File: config.mk
export PLATFORM = sky130hd
export DESIGN_NAME = buddy_bitmap_allocator_core
export DESIGN_NICKNAME = d
export VERILOG_FILES = /design/src/rtl/bba_pkg.sv /design/src/rtl/buddy_bitmap_allocator_core.sv /design/src/rtl/bba_bitmap.sv /design/src/rtl/bba_seq.sv
export SDC_FILE = /design/constraint.sdc
export NUM_CORES = 2
export LEC_CHECK = 0
export ABC_AREA = 1
export ABC_CLOCK_PERIOD_IN_PS = 10100
export BUFFER_PORTS_ARGS = -buffer_cell sky130_fd_sc_hd__buf_2
export CAP_MARGIN = 10
export CORE_ASPECT_RATIO = 1.75
export CORE_MARGIN = 2
export CORE_UTILIZATION = 30
export DETAILED_ROUTE_END_ITERATION = 6
export SYNTH_ARGS = -nofsm -noshare
export SYNTH_HDL_FRONTEND = slang
export SYNTH_HIERARCHICAL = 1
export SYNTH_SLANG_ARGS = --single-unit
File: constraint.sdc
create_clock -name clk -period 10.1 [get_ports clk]
set_input_delay 2.02 -clock clk [delete_from_list [all_inputs] [get_ports clk]]
set_output_delay 2.02 -clock clk [all_outputs]
set_load 0.01 [all_outputs]
File: src/rtl/bba_pkg.sv
// ----------------------------------------------------------------------------
// bba_pkg: shared definitions for the buddy bitmap allocator
// Sizes, bitmap word layout, status codes and the result record.
// ----------------------------------------------------------------------------
package bba_pkg;

  localparam int REGION_BLOCKS = 1024;
  localparam int ORDER_COUNT   = 11;
  localparam int TOP_ORDER     = ORDER_COUNT - 1;
  localparam int BLK_W         = $clog2(REGION_BLOCKS);
  localparam int POS_W         = BLK_W + 1;
  localparam int ORD_W         = 4;
  localparam int CNT_W         = $clog2(REGION_BLOCKS + 1);
  localparam int WORD_W        = 32;
  localparam int WORD_LG       = $clog2(WORD_W);

  // Number of bitmap words that hold one order.
  function automatic int words_f(input int o);
    int s;
    s = REGION_BLOCKS >> o;
    return (s > WORD_W) ? s / WORD_W : 1;
  endfunction

  // First bitmap word of an order.
  function automatic int word_base_f(input int o);
    int acc;
    acc = 0;
    for (int k = 0; k < o; k++) begin
      acc = acc + words_f(k);
    end
    return acc;
  endfunction

  localparam int MEM_WORDS = word_base_f(ORDER_COUNT);
  localparam int ADDR_W    = $clog2(MEM_WORDS);
  localparam int TOP_WORD  = word_base_f(TOP_ORDER);

  typedef logic [1:0] status_t;
  localparam status_t ST_OK       = 2'd0;
  localparam status_t ST_NOSPACE  = 2'd1;
  localparam status_t ST_MISALIGN = 2'd2;
  localparam status_t ST_TOOBIG   = 2'd3;

  typedef struct packed {
    status_t            status;
    logic [BLK_W-1:0]   gblk;
    logic [ORD_W-1:0]   gord;
    logic [CNT_W-1:0]   total;
  } result_t;

  // Index of the lowest set bit of a word.
  function automatic logic [WORD_LG-1:0] lsb_f(input logic [WORD_W-1:0] w);
    logic [WORD_LG-1:0] r;
    r = '0;
    for (int i = WORD_W - 1; i >= 0; i--) begin
      if (w[i]) begin
        r = WORD_LG'(i);
      end
    end
    return r;
  endfunction

endpackage

File: src/rtl/buddy_bitmap_allocator_core.sv
// ----------------------------------------------------------------------------
// buddy_bitmap_allocator_core: binary buddy allocator over a bitmap
// Allocates and frees power-of-two regions, one transaction at a time.
// ----------------------------------------------------------------------------
// The block takes one request transaction at a time and answers each with
// exactly one result transaction. All bitmap traffic goes through a single
// port on a 32-bit word store, so the latency depends on that port. A
// request with an error goes straight to the result. An allocate reads and
// clears the taken region, scans for the next free region of the taken
// order, then sets one buddy region for each order split. A free reads each
// buddy in turn and merges while the buddy is free, up to the top order,
// then sets the bit of the merged region, with the same scan each time a
// merged buddy was the first free region of its order. A scan reads one
// bitmap word at a time until it finds a free region or the order ends. No
// clearing pass is needed after reset, since each bitmap word carries a
// valid bit. The result register lets a finished result wait for out_ready,
// but a new request is only taken when idle.
module buddy_bitmap_allocator_core (
  input  logic                        clk,
  input  logic                        rst,
  input  logic                        in_valid,
  output logic                        in_ready,
  input  logic                        action,
  input  logic [bba_pkg::ORD_W-1:0]   request_order,
  input  logic [bba_pkg::BLK_W-1:0]   block_index,
  output logic                        out_valid,
  input  logic                        out_ready,
  output logic [1:0]                  status,
  output logic [bba_pkg::BLK_W-1:0]   granted_block,
  output logic [bba_pkg::ORD_W-1:0]   granted_order,
  output logic [bba_pkg::CNT_W-1:0]   free_block_total
);
  import bba_pkg::*;

  logic              seq_idle, seq_done, out_free;
  result_t           seq_res, res;
  logic              mem_rd, mem_wr;
  logic [ADDR_W-1:0] mem_addr;
  logic [WORD_W-1:0] mem_wdata, mem_rdata;

  // The output slot is free when empty or being emptied this cycle.
  assign out_free = !out_valid || out_ready;
  assign in_ready = seq_idle;

  bba_seq u_seq (
    .clk        (clk),
    .rst        (rst),
    .start      (in_valid && in_ready),
    .req_action (action),
    .req_order  (request_order),
    .req_block  (block_index),
    .out_free   (out_free),
    .idle       (seq_idle),
    .done       (seq_done),
    .result     (seq_res),
    .mem_rd     (mem_rd),
    .mem_wr     (mem_wr),
    .mem_addr   (mem_addr),
    .mem_wdata  (mem_wdata),
    .mem_rdata  (mem_rdata)
  );

  bba_bitmap u_bitmap (
    .clk   (clk),
    .rst   (rst),
    .rd_en (mem_rd),
    .wr_en (mem_wr),
    .addr  (mem_addr),
    .wdata (mem_wdata),
    .rdata (mem_rdata)
  );

  // Result register.
  always_ff @(posedge clk) begin
    if (rst) begin
      out_valid <= 1'b0;
    end else if (seq_done) begin
      out_valid <= 1'b1;
    end else if (out_ready) begin
      out_valid <= 1'b0;
    end
  end

  always_ff @(posedge clk) begin
    if (seq_done) begin
      res <= seq_res;
    end
  end

  assign status           = res.status;
  assign granted_block    = res.gblk;
  assign granted_order    = res.gord;
  assign free_block_total = res.total;

endmodule

File: src/rtl/bba_bitmap.sv
// ----------------------------------------------------------------------------
// bba_bitmap: free bitmap word store
// One read or write port; per-word valid bits give the reset image.
// ----------------------------------------------------------------------------
module bba_bitmap (
  input  logic                        clk,
  input  logic                        rst,
  input  logic                        rd_en,
  input  logic                        wr_en,
  input  logic [bba_pkg::ADDR_W-1:0]  addr,
  input  logic [bba_pkg::WORD_W-1:0]  wdata,
  output logic [bba_pkg::WORD_W-1:0]  rdata
);
  import bba_pkg::*;

  logic [WORD_W-1:0]    mem [MEM_WORDS];
  logic [MEM_WORDS-1:0] word_valid;

  always_ff @(posedge clk) begin
    if (rst) begin
      word_valid <= '0;
    end else if (wr_en) begin
      word_valid[addr] <= 1'b1;
    end
  end

  always_ff @(posedge clk) begin
    if (wr_en) begin
      mem[addr] <= wdata;
    end
  end

  // A word never written reads as its reset image: only the top order is free.
  always_ff @(posedge clk) begin
    if (rd_en) begin
      if (word_valid[addr]) begin
        rdata <= mem[addr];
      end else if (addr == ADDR_W'(TOP_WORD)) begin
        rdata <= WORD_W'(1);
      end else begin
        rdata <= '0;
      end
    end
  end

endmodule

File: src/rtl/bba_seq.sv
// ----------------------------------------------------------------------------
// bba_seq: allocator sequencer
// Steps allocate and free requests through the bitmap port one word at a time.
// ----------------------------------------------------------------------------
module bba_seq (
  input  logic                        clk,
  input  logic                        rst,
  input  logic                        start,
  input  logic                        req_action,
  input  logic [bba_pkg::ORD_W-1:0]   req_order,
  input  logic [bba_pkg::BLK_W-1:0]   req_block,
  input  logic                        out_free,
  output logic                        idle,
  output logic                        done,
  output bba_pkg::result_t            result,
  output logic                        mem_rd,
  output logic                        mem_wr,
  output logic [bba_pkg::ADDR_W-1:0]  mem_addr,
  output logic [bba_pkg::WORD_W-1:0]  mem_wdata,
  input  logic [bba_pkg::WORD_W-1:0]  mem_rdata
);
  import bba_pkg::*;

  typedef enum logic [12:0] {
    S_IDLE  = 13'b0000000000001,
    S_DEC   = 13'b0000000000010,
    S_ARD   = 13'b0000000000100,
    S_AWR   = 13'b0000000001000,
    S_SRD   = 13'b0000000010000,
    S_SCHK  = 13'b0000000100000,
    S_SPLIT = 13'b0000001000000,
    S_SPWR  = 13'b0000010000000,
    S_FRD   = 13'b0000100000000,
    S_FCHK  = 13'b0001000000000,
    S_FSRD  = 13'b0010000000000,
    S_FSWR  = 13'b0100000000000,
    S_DONE  = 13'b1000000000000
  } state_t;

  state_t state, ret_state;

  logic                  act;
  logic [ORD_W-1:0]      ord;
  logic [BLK_W-1:0]      blk;
  logic [ORD_W-1:0]      cur_ord;
  logic [BLK_W-1:0]      cur_nr;
  logic [ORD_W-1:0]      split_i;
  logic [ORD_W-1:0]      gord;
  logic [BLK_W-1:0]      gblk;
  logic [ORD_W-1:0]      scan_ord;
  logic [POS_W-1:0]      scan_pos;
  status_t               status;
  logic [CNT_W-1:0]      count;
  logic [ORDER_COUNT-1:0] ff_valid;
  logic [BLK_W-1:0]      ff_idx [ORDER_COUNT];

  logic [ADDR_W-1:0]     wbase [ORDER_COUNT];
  logic [ORD_W-1:0]      a_ord;
  logic [BLK_W-1:0]      a_nr;
  logic                  a_bit;
  logic [WORD_W-1:0]     a_mask;
  logic                  up_hit, dn_hit;
  logic [ORD_W-1:0]      up_f, dn_f, f_sel, g_sel;
  logic [BLK_W-1:0]      split_nr, bud_nr;
  logic [POS_W-1:0]      scan_size;
  logic [WORD_W-1:0]     scan_word;
  logic [CNT_W-1:0]      g_size, r_size;
  logic [CNT_W:0]        sum;

  always_comb begin
    for (int k = 0; k < ORDER_COUNT; k++) begin
      wbase[k] = ADDR_W'(word_base_f(k));
    end
  end

  // Order search: smallest free order at or above the request, else the
  // largest free order below it.
  always_comb begin
    up_hit = 1'b0;
    up_f   = '0;
    dn_hit = 1'b0;
    dn_f   = '0;
    for (int k = TOP_ORDER; k >= 0; k--) begin
      if (ff_valid[k] && (ORD_W'(k) >= ord)) begin
        up_hit = 1'b1;
        up_f   = ORD_W'(k);
      end
    end
    for (int k = 0; k < ORDER_COUNT; k++) begin
      if (ff_valid[k] && (ORD_W'(k) < ord)) begin
        dn_hit = 1'b1;
        dn_f   = ORD_W'(k);
      end
    end
    f_sel = up_hit ? up_f : dn_f;
    g_sel = (f_sel < ord) ? f_sel : ord;
  end

  assign split_nr  = BLK_W'(gblk >> split_i) ^ BLK_W'(1);
  assign bud_nr    = cur_nr ^ BLK_W'(1);
  assign scan_size = POS_W'(REGION_BLOCKS) >> scan_ord;
  assign scan_word = mem_rdata & ({WORD_W{1'b1}} << scan_pos[WORD_LG-1:0]);
  assign g_size    = CNT_W'(1) << gord;
  assign r_size    = CNT_W'(1) << ord;
  // One bit wider than the count, since a full region plus a top-order free
  // does not fit in the count width.
  assign sum       = {1'b0, count} + {1'b0, r_size};

  // Bitmap port address and read-modify-write data.
  always_comb begin
    a_ord = '0;
    a_nr  = '0;
    unique case (state)
      S_ARD, S_AWR, S_FSRD, S_FSWR: begin
        a_ord = cur_ord;
        a_nr  = cur_nr;
      end
      S_SPLIT, S_SPWR: begin
        a_ord = split_i;
        a_nr  = split_nr;
      end
      S_SRD, S_SCHK: begin
        a_ord = scan_ord;
        a_nr  = scan_pos[BLK_W-1:0];
      end
      S_FRD, S_FCHK: begin
        a_ord = cur_ord;
        a_nr  = bud_nr;
      end
      default: begin
        a_ord = '0;
        a_nr  = '0;
      end
    endcase
    mem_addr = wbase[a_ord] + ADDR_W'(a_nr[BLK_W-1:WORD_LG]);
    a_mask   = WORD_W'(1) << a_nr[WORD_LG-1:0];
    a_bit    = mem_rdata[a_nr[WORD_LG-1:0]];
    mem_rd   = (state == S_ARD) || (state == S_FSRD)
            || ((state == S_SRD) && (scan_pos < scan_size))
            || ((state == S_SPLIT) && (split_i != cur_ord))
            || ((state == S_FRD) && (cur_ord != ORD_W'(TOP_ORDER)));
    mem_wr   = (state == S_AWR) || (state == S_SPWR) || (state == S_FSWR)
            || ((state == S_FCHK) && a_bit);
    mem_wdata = ((state == S_AWR) || (state == S_FCHK)) ? (mem_rdata & ~a_mask)
                                                         : (mem_rdata | a_mask);
  end

  always_ff @(posedge clk) begin
    if (rst) begin
      state    <= S_IDLE;
      ret_state <= S_IDLE;
      count    <= CNT_W'(REGION_BLOCKS);
      ff_valid <= ORDER_COUNT'(1) << TOP_ORDER;
      for (int k = 0; k < ORDER_COUNT; k++) begin
        ff_idx[k] <= '0;
      end
    end else begin
      unique case (state)
        S_IDLE: begin
          if (start) begin
            act   <= req_action;
            ord   <= req_order;
            blk   <= req_block;
            state <= S_DEC;
          end
        end
        S_DEC: begin
          status <= ST_OK;
          gblk   <= '0;
          gord   <= '0;
          if (ord > ORD_W'(TOP_ORDER)) begin
            status <= ST_TOOBIG;
            state  <= S_DONE;
          end else if (!act) begin
            if (!up_hit && !dn_hit) begin
              status <= ST_NOSPACE;
              state  <= S_DONE;
            end else begin
              cur_ord <= f_sel;
              cur_nr  <= ff_idx[f_sel];
              split_i <= g_sel;
              gord    <= g_sel;
              gblk    <= BLK_W'(ff_idx[f_sel] << f_sel);
              state   <= S_ARD;
            end
          end else if ((blk & ((BLK_W'(1) << ord) - BLK_W'(1))) != '0) begin
            status <= ST_MISALIGN;
            state  <= S_DONE;
          end else begin
            cur_ord <= ord;
            cur_nr  <= blk >> ord;
            state   <= S_FRD;
          end
        end
        S_ARD: state <= S_AWR;
        S_AWR: begin
          // The taken region was the first free one of its order.
          scan_ord  <= cur_ord;
          scan_pos  <= POS_W'(cur_nr) + POS_W'(1);
          ret_state <= S_SPLIT;
          state     <= S_SRD;
        end
        S_SRD: begin
          if (scan_pos < scan_size) begin
            state <= S_SCHK;
          end else begin
            ff_valid[scan_ord] <= 1'b0;
            state <= ret_state;
          end
        end
        S_SCHK: begin
          if (scan_word != '0) begin
            ff_valid[scan_ord] <= 1'b1;
            ff_idx[scan_ord]   <= {scan_pos[BLK_W-1:WORD_LG], lsb_f(scan_word)};
            state <= ret_state;
          end else begin
            scan_pos <= {scan_pos[POS_W-1:WORD_LG] + (POS_W-WORD_LG)'(1),
                         WORD_LG'(0)};
            state    <= S_SRD;
          end
        end
        S_SPLIT: begin
          if (split_i == cur_ord) begin
            count <= (count >= g_size) ? count - g_size : '0;
            state <= S_DONE;
          end else begin
            state <= S_SPWR;
          end
        end
        S_SPWR: begin
          if (!ff_valid[split_i] || (split_nr < ff_idx[split_i])) begin
            ff_valid[split_i] <= 1'b1;
            ff_idx[split_i]   <= split_nr;
          end
          split_i <= split_i + ORD_W'(1);
          state   <= S_SPLIT;
        end
        S_FRD: begin
          state <= (cur_ord == ORD_W'(TOP_ORDER)) ? S_FSRD : S_FCHK;
        end
        S_FCHK: begin
          if (!a_bit) begin
            state <= S_FSRD;
          end else begin
            cur_nr  <= cur_nr >> 1;
            cur_ord <= cur_ord + ORD_W'(1);
            if (ff_valid[cur_ord] && (ff_idx[cur_ord] == bud_nr)) begin
              scan_ord  <= cur_ord;
              scan_pos  <= POS_W'(bud_nr) + POS_W'(1);
              ret_state <= S_FRD;
              state     <= S_SRD;
            end else begin
              state <= S_FRD;
            end
          end
        end
        S_FSRD: state <= S_FSWR;
        S_FSWR: begin
          if (!ff_valid[cur_ord] || (cur_nr < ff_idx[cur_ord])) begin
            ff_valid[cur_ord] <= 1'b1;
            ff_idx[cur_ord]   <= cur_nr;
          end
          count <= (sum > (CNT_W+1)'(REGION_BLOCKS)) ? CNT_W'(REGION_BLOCKS)
                                                      : sum[CNT_W-1:0];
          state <= S_DONE;
        end
        S_DONE: begin
          if (out_free) begin
            state <= S_IDLE;
          end
        end
        default: state <= S_IDLE;
      endcase
    end
  end

  assign idle          = (state == S_IDLE);
  assign done          = (state == S_DONE) && out_free;
  assign result.status = status;
  assign result.gblk   = gblk;
  assign result.gord   = gord;
  assign result.total  = count;

endmodule

# == Word level (Yosys, flattened, before mapping) ==
# Memory sizes are Yosys's and may differ from the RTL's. A register that Yosys moved wholly into a read port is not among the register bits.
# Cells that the tools add are included.
# totals
mem_count,3
ram_bits,2286
mem_bits_ro,112
reg_bits,240
word_cells,392
inputBits,19
output_inout_bits,29
# op_classes
n_mux,183
add_sub_neg,9
magnitude_cmp,39
n_bitwise,15
shifts,9
n_eq_ne,34
n_reduce_logical,78
# memory_table
memory,depth,word_bits,read_ports,rd_ports_with_merged_regs,wr,line,rtl
u_bitmap.mem,68,32,1,0,1,bba_bitmap.sv:16,logic [WORD_W-1:0] mem [MEM_WORDS];
(no name shown),16,7,1,0,0,bba_seq.sv:135,mem_addr = wbase[a_ord] + ADDR_W'(a_nr[BLK_W-1:WORD_LG]);
u_seq.ff_idx,11,10,3,2,11,bba_seq.sv:55,logic [BLK_W-1:0] ff_idx [ORDER_COUNT];
# ops
operator,n
two-way mux 5 bit,35
one-hot mux 13 bit (13 select lines),1
two-way mux 13 bit,12
two-way mux 4 bit,31
two-way mux 11 bit,11
two-way mux 10 bit,8
bitwise OR 68 bit,1
AND 32 bit,2
two-way mux 32 bit,2
two-way mux 1 bit,54
one-hot mux 11 bit (4 select lines),1
one-hot mux 10 bit (4 select lines),1
logical AND 1 bit,34
bitwise OR 11 bit,3
one-hot mux 11 bit (3 select lines),1
inverter 32 bit,1
bitwise OR 32 bit,1
nonzero test 32 bit,1
"<< shifter 1 x 5 -> 32 bit, first input constant",1
"<< shifter 32 x 5 -> 32 bit, first input constant",1
OR reduction 10 bit,3
one-hot mux 13 bit (2 select lines),1
one-hot mux 4 bit (2 select lines),3
"adder 10 x 1 -> 11 bit, second input constant",2
86 further kinds,156

# == Depth between registers and ports, before layout ==
# logic_depth
ltp_word,40
depth_mapped,38
depth_no_buf,36

# == Cells and area by module ==
# The synthesis kept the hierarchy.
# modules_own_cells
module,instances,seq_area_each_um2,area_per_inst_um2,cells_per_inst
bba_bitmap,1,67664.9,91457.7,7594
bba_seq,1,7547.2,20726.1,2935
buddy_bitmap_allocator_core,1,830.8,860.8,34

# == Least setup slack after synthesis ==
# OpenSTA, ideal clock, no wires.
# synth_path
kind,reg2reg
start,register u_seq.state[8]
end,memory u_bitmap.mem[40][0] (enable)
setup_ps,423
period_less_slack_ps,6032
arrival_ps,5609
path_slack_ps,4068
stages_incl_launch_ff,29
t_required_ps,9677
path_buffers,3
path_cell_list,dfxtp_1 > nor2_1 > nand3_1 > nor2_1 > buf_4 > nand3_1 > nand2_1 > clkbuf_1 > inv_1 > o22ai_1 > a21oi_1 > ha_1 > inv_1 > a31oi_1 > inv_1 > ha_1 > nand3_1 > nand2_1 > a21oi_1 > nor2_1 > nor2_1 > xor2_1 > inv_2 > nor2_4 > inv_2 > nor2_1 > inv_2 > clkbuf_1 > nor2_1
# synth_via
word_cells_on_any_way,30
cone_classes,1 x add/sub; 10 x eq/ne; 8 x mux; 1 x bitwise; 9 x reduce/logical; 1 x memory
# synth_rtl
element,line,rtl
"start, declared",bba_seq.sv:40,"state_t state, ret_state;"
"start signal, assigned",bba_seq.sv:208,state <= ret_state;
"start signal, assigned",bba_seq.sv:215,state <= ret_state;
"start signal, assigned",bba_seq.sv:239,state <= (cur_ord == ORD_W'(TOP_ORDER)) ? S_FSRD : S_FCHK;
"equality test 13 x 10 -> 1 bit, or another cell as far along",bba_seq.sv:113,unique case (state)
OR reduction 6 bit (no source line) or OR reduction 2 bit (tied branches),-,
one-hot mux 4 bit (3 select lines),bba_seq.sv:113,
inverter 4 -> 5 bit (not written as such),bba_seq.sv:135,
memory read (16 x 7 bit),-,
two-way mux 7 bit (not written as such) (2 in series),bba_seq.sv:135,
adder 7 x 5 -> 7 bit *,bba_seq.sv:135,
via mem_addr[5],buddy_bitmap_allocator_core.sv:38,logic [ADDR_W-1:0] mem_addr;
"end, declared",bba_bitmap.sv:16,
# Mark *: on every way through the listed nets, which the timed path passes. The rest lies on a longest branch. The select of a mux whose other input is x is not followed.

# == Worst setup path in the final report ==
# layout_path
start,register u_seq.state[8]
end,memory u_bitmap.mem[10][7] (enable)
# The elaborated chain is that of the path after synthesis.

==> results by group <==
Outcome
  • Status: complete, but fails checks
  • Failing checks: DRC

Logic synthesis
  • Seq/Total Area, Yosys: 67.3%
  • Cell count after synthesis: 10563
  • Ys async rst share: 0%
  • Avg Cell Area, Syn: 10.7 um2
  • Synth top area share: 65.1%
  • Area contributors post-synth: edfxtp_1 65%, nor2_1 6.5%, nand2_1 5.6%
  • Number of flops mapped to enable cells by yosys: 2449
  • Synth cell types: 67
  • Synthesized flop and latch total: 2574
  • Ys Warns: 6
  • Area leader, netlist: edfxtp_1
  • Net Count, Synth: 10659
  • Top FF cell, synth: edfxtp_1
  • Post-synthesis instance area: 113000 um2

Critical path
  • Max stage delay cell, worst path: nor2_4
  • Family with the most delay on the worst path: simple AND/OR/NAND/NOR gates
  • Required @ worst endpoint: 10.58 ns
  • Crit Path Category: reg -> reg
  • Critical R2R Launch: u_seq/state[8]$_SDFFE_PP0P_
  • CP Launch Type: register
  • Critical Path Most Common Cell: inv_1
  • Crit-path max cell delay: 1.14 ns
  • Crit path DAT: 8.91 ns
  • CP cell instances: nor2_1 > nand3_1 > nor2_1 > nand3_1 > nand2_1 > inv_1 > o22ai_1 > a21oi_1 > inv_1 > ha_1 > a21oi_1 > a21oi_1 > ha_4 > inv_1 > fa_1 > inv_1 > inv_2 > nor2_4 > buf_12 > buf_4 > nand2_2 > nor2_4
  • Crit end category: register
  • Crit path from: u_seq/state[8]$_SDFFE_PP0P_
  • Worst Path Buf+Inv: 7
  • Worst-path fanout max: 37

Route
  • DR WL/cell: 24.1 um
  • Final ANT Viol Nets: 0
  • Routed length on met1: 124 mm
  • Max Used Layer: met5
  • WL met3: 20.9 mm
  • Met2 WL: 191 mm
  • Total number of vias: 78767
  • Wirelength, routed: 375 mm
  • DR pass1 iterations: 7
  • Vias/cell: 5.05
  • 1st-iter DRT viols: 8033
  • Residual DRC count: 1

STA
  • Final Slew Violations: 0
  • Worst slew pin tran: 1.40 ns
  • Fin Setup TNS: 0 ns
  • Final setup viols: 0
  • Clk_skew: 0.0990 ns
  • Final Hold Viols: 0
  • Final min period: 8.43 ns
  • Unrepaired setup endpoints after global routing: no
  • Fmax: 119 MHz
  • Worst rel slew slack: 6.26%
  • Final worst path period share: 83.5%
  • Final hold slack: 0.451 ns

Final layout
  • Register Area: 76100 um2
  • Commonest non-fill, non-tap cell in the layout: edfxtp_1
  • Layout cell share with drive strength beyond 1: 7.91%
  • Area grow syn2layout: 11.9%
  • Commonest non-fill, non-tap cells in the layout: 2449 x edfxtp_1, 1901 x nor2_1, 1680 x nand2_1, 919 x inv_1, 906 x o21ai_0
  • Final Net Count: 10551
  • Multi-input gate area in the final layout: 31500 um2
  • Number of fill cells: 37422

Global route
  • Pin count of the biggest net entering global routing: 179
  • First-pass GRT wire length: 531 mm
  • Initial antenna violation count: 15
  • Gr ovfl total: 0
  • Vias in the first global route: 75499
  • GRT Resource Usage Total: 19.0%

Clock tree
  • Post-CTS Resized: 0
  • CTS tree: done
  • CTS H-tree lvls: 4
  • CTS Buffer Depth: 4
  • # hold bufs at CTS: 0
  • Clk sink count: 2574
  • Clk pin slew, worst setup/hold paths: 0.07 ns
  • Root buffer cell: clkbuf_16
  • Clock Latency Late Sink: 0.97 ns
  • Post-CTS setup repair buffer count: 0
  • CTS buffer count: 218

Place
  • DP HPWL: 246 mm
  • Buffers added on ports: 47
  • RD Place Congestion: 0.959

Floorplan
  • Chip width: 468 um
  • Die ar.: 382000 um2
  • Initial Utilization: 30.1%
  • Core ar.: 376000 um2
  • Row count: 298
  • # IOs: 48
  • Die Y: 816 um

Power and ir drop
  • Leakage power: 44.9 nW
  • Worst vdd ir: 0.000144 V
  • Power Dens Cells: 163 nW/um2

Hold path
  • Worst hold-check path type: reg -> reg
  • Hold path start: u_seq/ret_state[0]$_SDFFE_PP1P_

Job
  • MaxCap Viol Count: 0
[final cells by class]
cell class	count	area share, %
clock inverter	129	1.07
inverter	959	2.86
tap	4950	4.90
clock buffer	268	4.56
timing repair buffer	248	1.57
antenna	5	0.00989
multi-input combinational	6454	24.9
sequential	2574	60.1
[logic make-up after synthesis]
family / Yosys count / synth area share, %
AO/OA/AOI/OAI: 2003 / 10.4
flip-flops: 2574 / 67.3
XOR/XNOR: 32 / 0.248
AND/OR/NAND/NOR: 4335 / 15.5
adder cells (fa/ha/maj): 77 / 0.872
buffers and inverters: 1535 / 5.69
multiplexers: 7 / 0.0631
[layer usage]
metal | GRT usage [%] | vias up
met2 | 34.1 | 2979
met4 | 16.9 | 4
met1 | 19.4 | 38686
met5 | 0 | -
li1 | - | 36118
met3 | 2.21 | 980
[tightest hold or removal path, stage by stage (launching register included)]
cell and delay [ns]:
dfxtp_1 0.31, nand2_1 0.06, nand2_1 0.04
[state kept, by name (all words and copies together), names as in the netlist, 10 cells and up, named ones only]
signal / flops
u_bitmap/mem: 2176
u_seq/state: 13
u_seq/ff_valid: 11
granted_block: 10
u_seq/cur_nr: 10
u_bitmap/word_valid: 68
u_seq/gblk: 10
u_seq/count: 11
u_bitmap/rdata: 32
u_seq/scan_pos: 11
u_seq/blk: 10
free_block_total: 11
u_seq/ff_idx: 160
[power breakdown]
| part | internal (mW) | switching [mW] |
|---|---|---|
| clock network | 4.73 | 3.93 |
| logic | 0.103 | 0.304 |
| registers | 11.5 | 0.0291 |
[metrics by stage]
stage                     setup slack, ns  power (mW)  instance area [um2]  std cells  util (%)
final                                1.67        20.6               126000      15587      33.7
after detailed placement             1.68        12.2               119000      15184      31.8
after floorplan                      4.07        12.0               113000      10563         -
after global placement               1.76        12.2               119000      15184      31.8
after global routing                 1.18        21.1               126000      15583      33.7
after CTS                            1.66        20.7               126000      15581      33.6
[final timing paths]
kind                                endpoint  slack, ns  depth (start not counted)
min reg2reg  u_seq/ret_state[0]$_SDFFE_PP1P_       0.45                          2
max            u_bitmap/mem[10][7]$_DFFE_PP_       1.67                         22
min          u_seq/ret_state[0]$_SDFFE_PP1P_       0.45                          2
max reg2reg    u_bitmap/mem[10][7]$_DFFE_PP_       1.67                         22
[cells in the mapped netlist, drive strengths merged (21+ instances only)]
| cell | count |
|---|---|
| a21oi | 242 |
| buf | 349 |
| clkbuf | 227 |
| dfxtp | 125 |
| edfxtp | 2449 |
| ha | 74 |
| inv | 950 |
| nand2 | 1694 |
| nand3 | 378 |
| nand4 | 45 |
| nor2 | 1990 |
| nor3 | 49 |
| o211ai | 438 |
| o21ai | 1069 |
| o221ai | 45 |
| o22ai | 120 |
| or2 | 153 |
| xor2 | 21 |
Note: power is estimated with default switching activity, not from simulation.
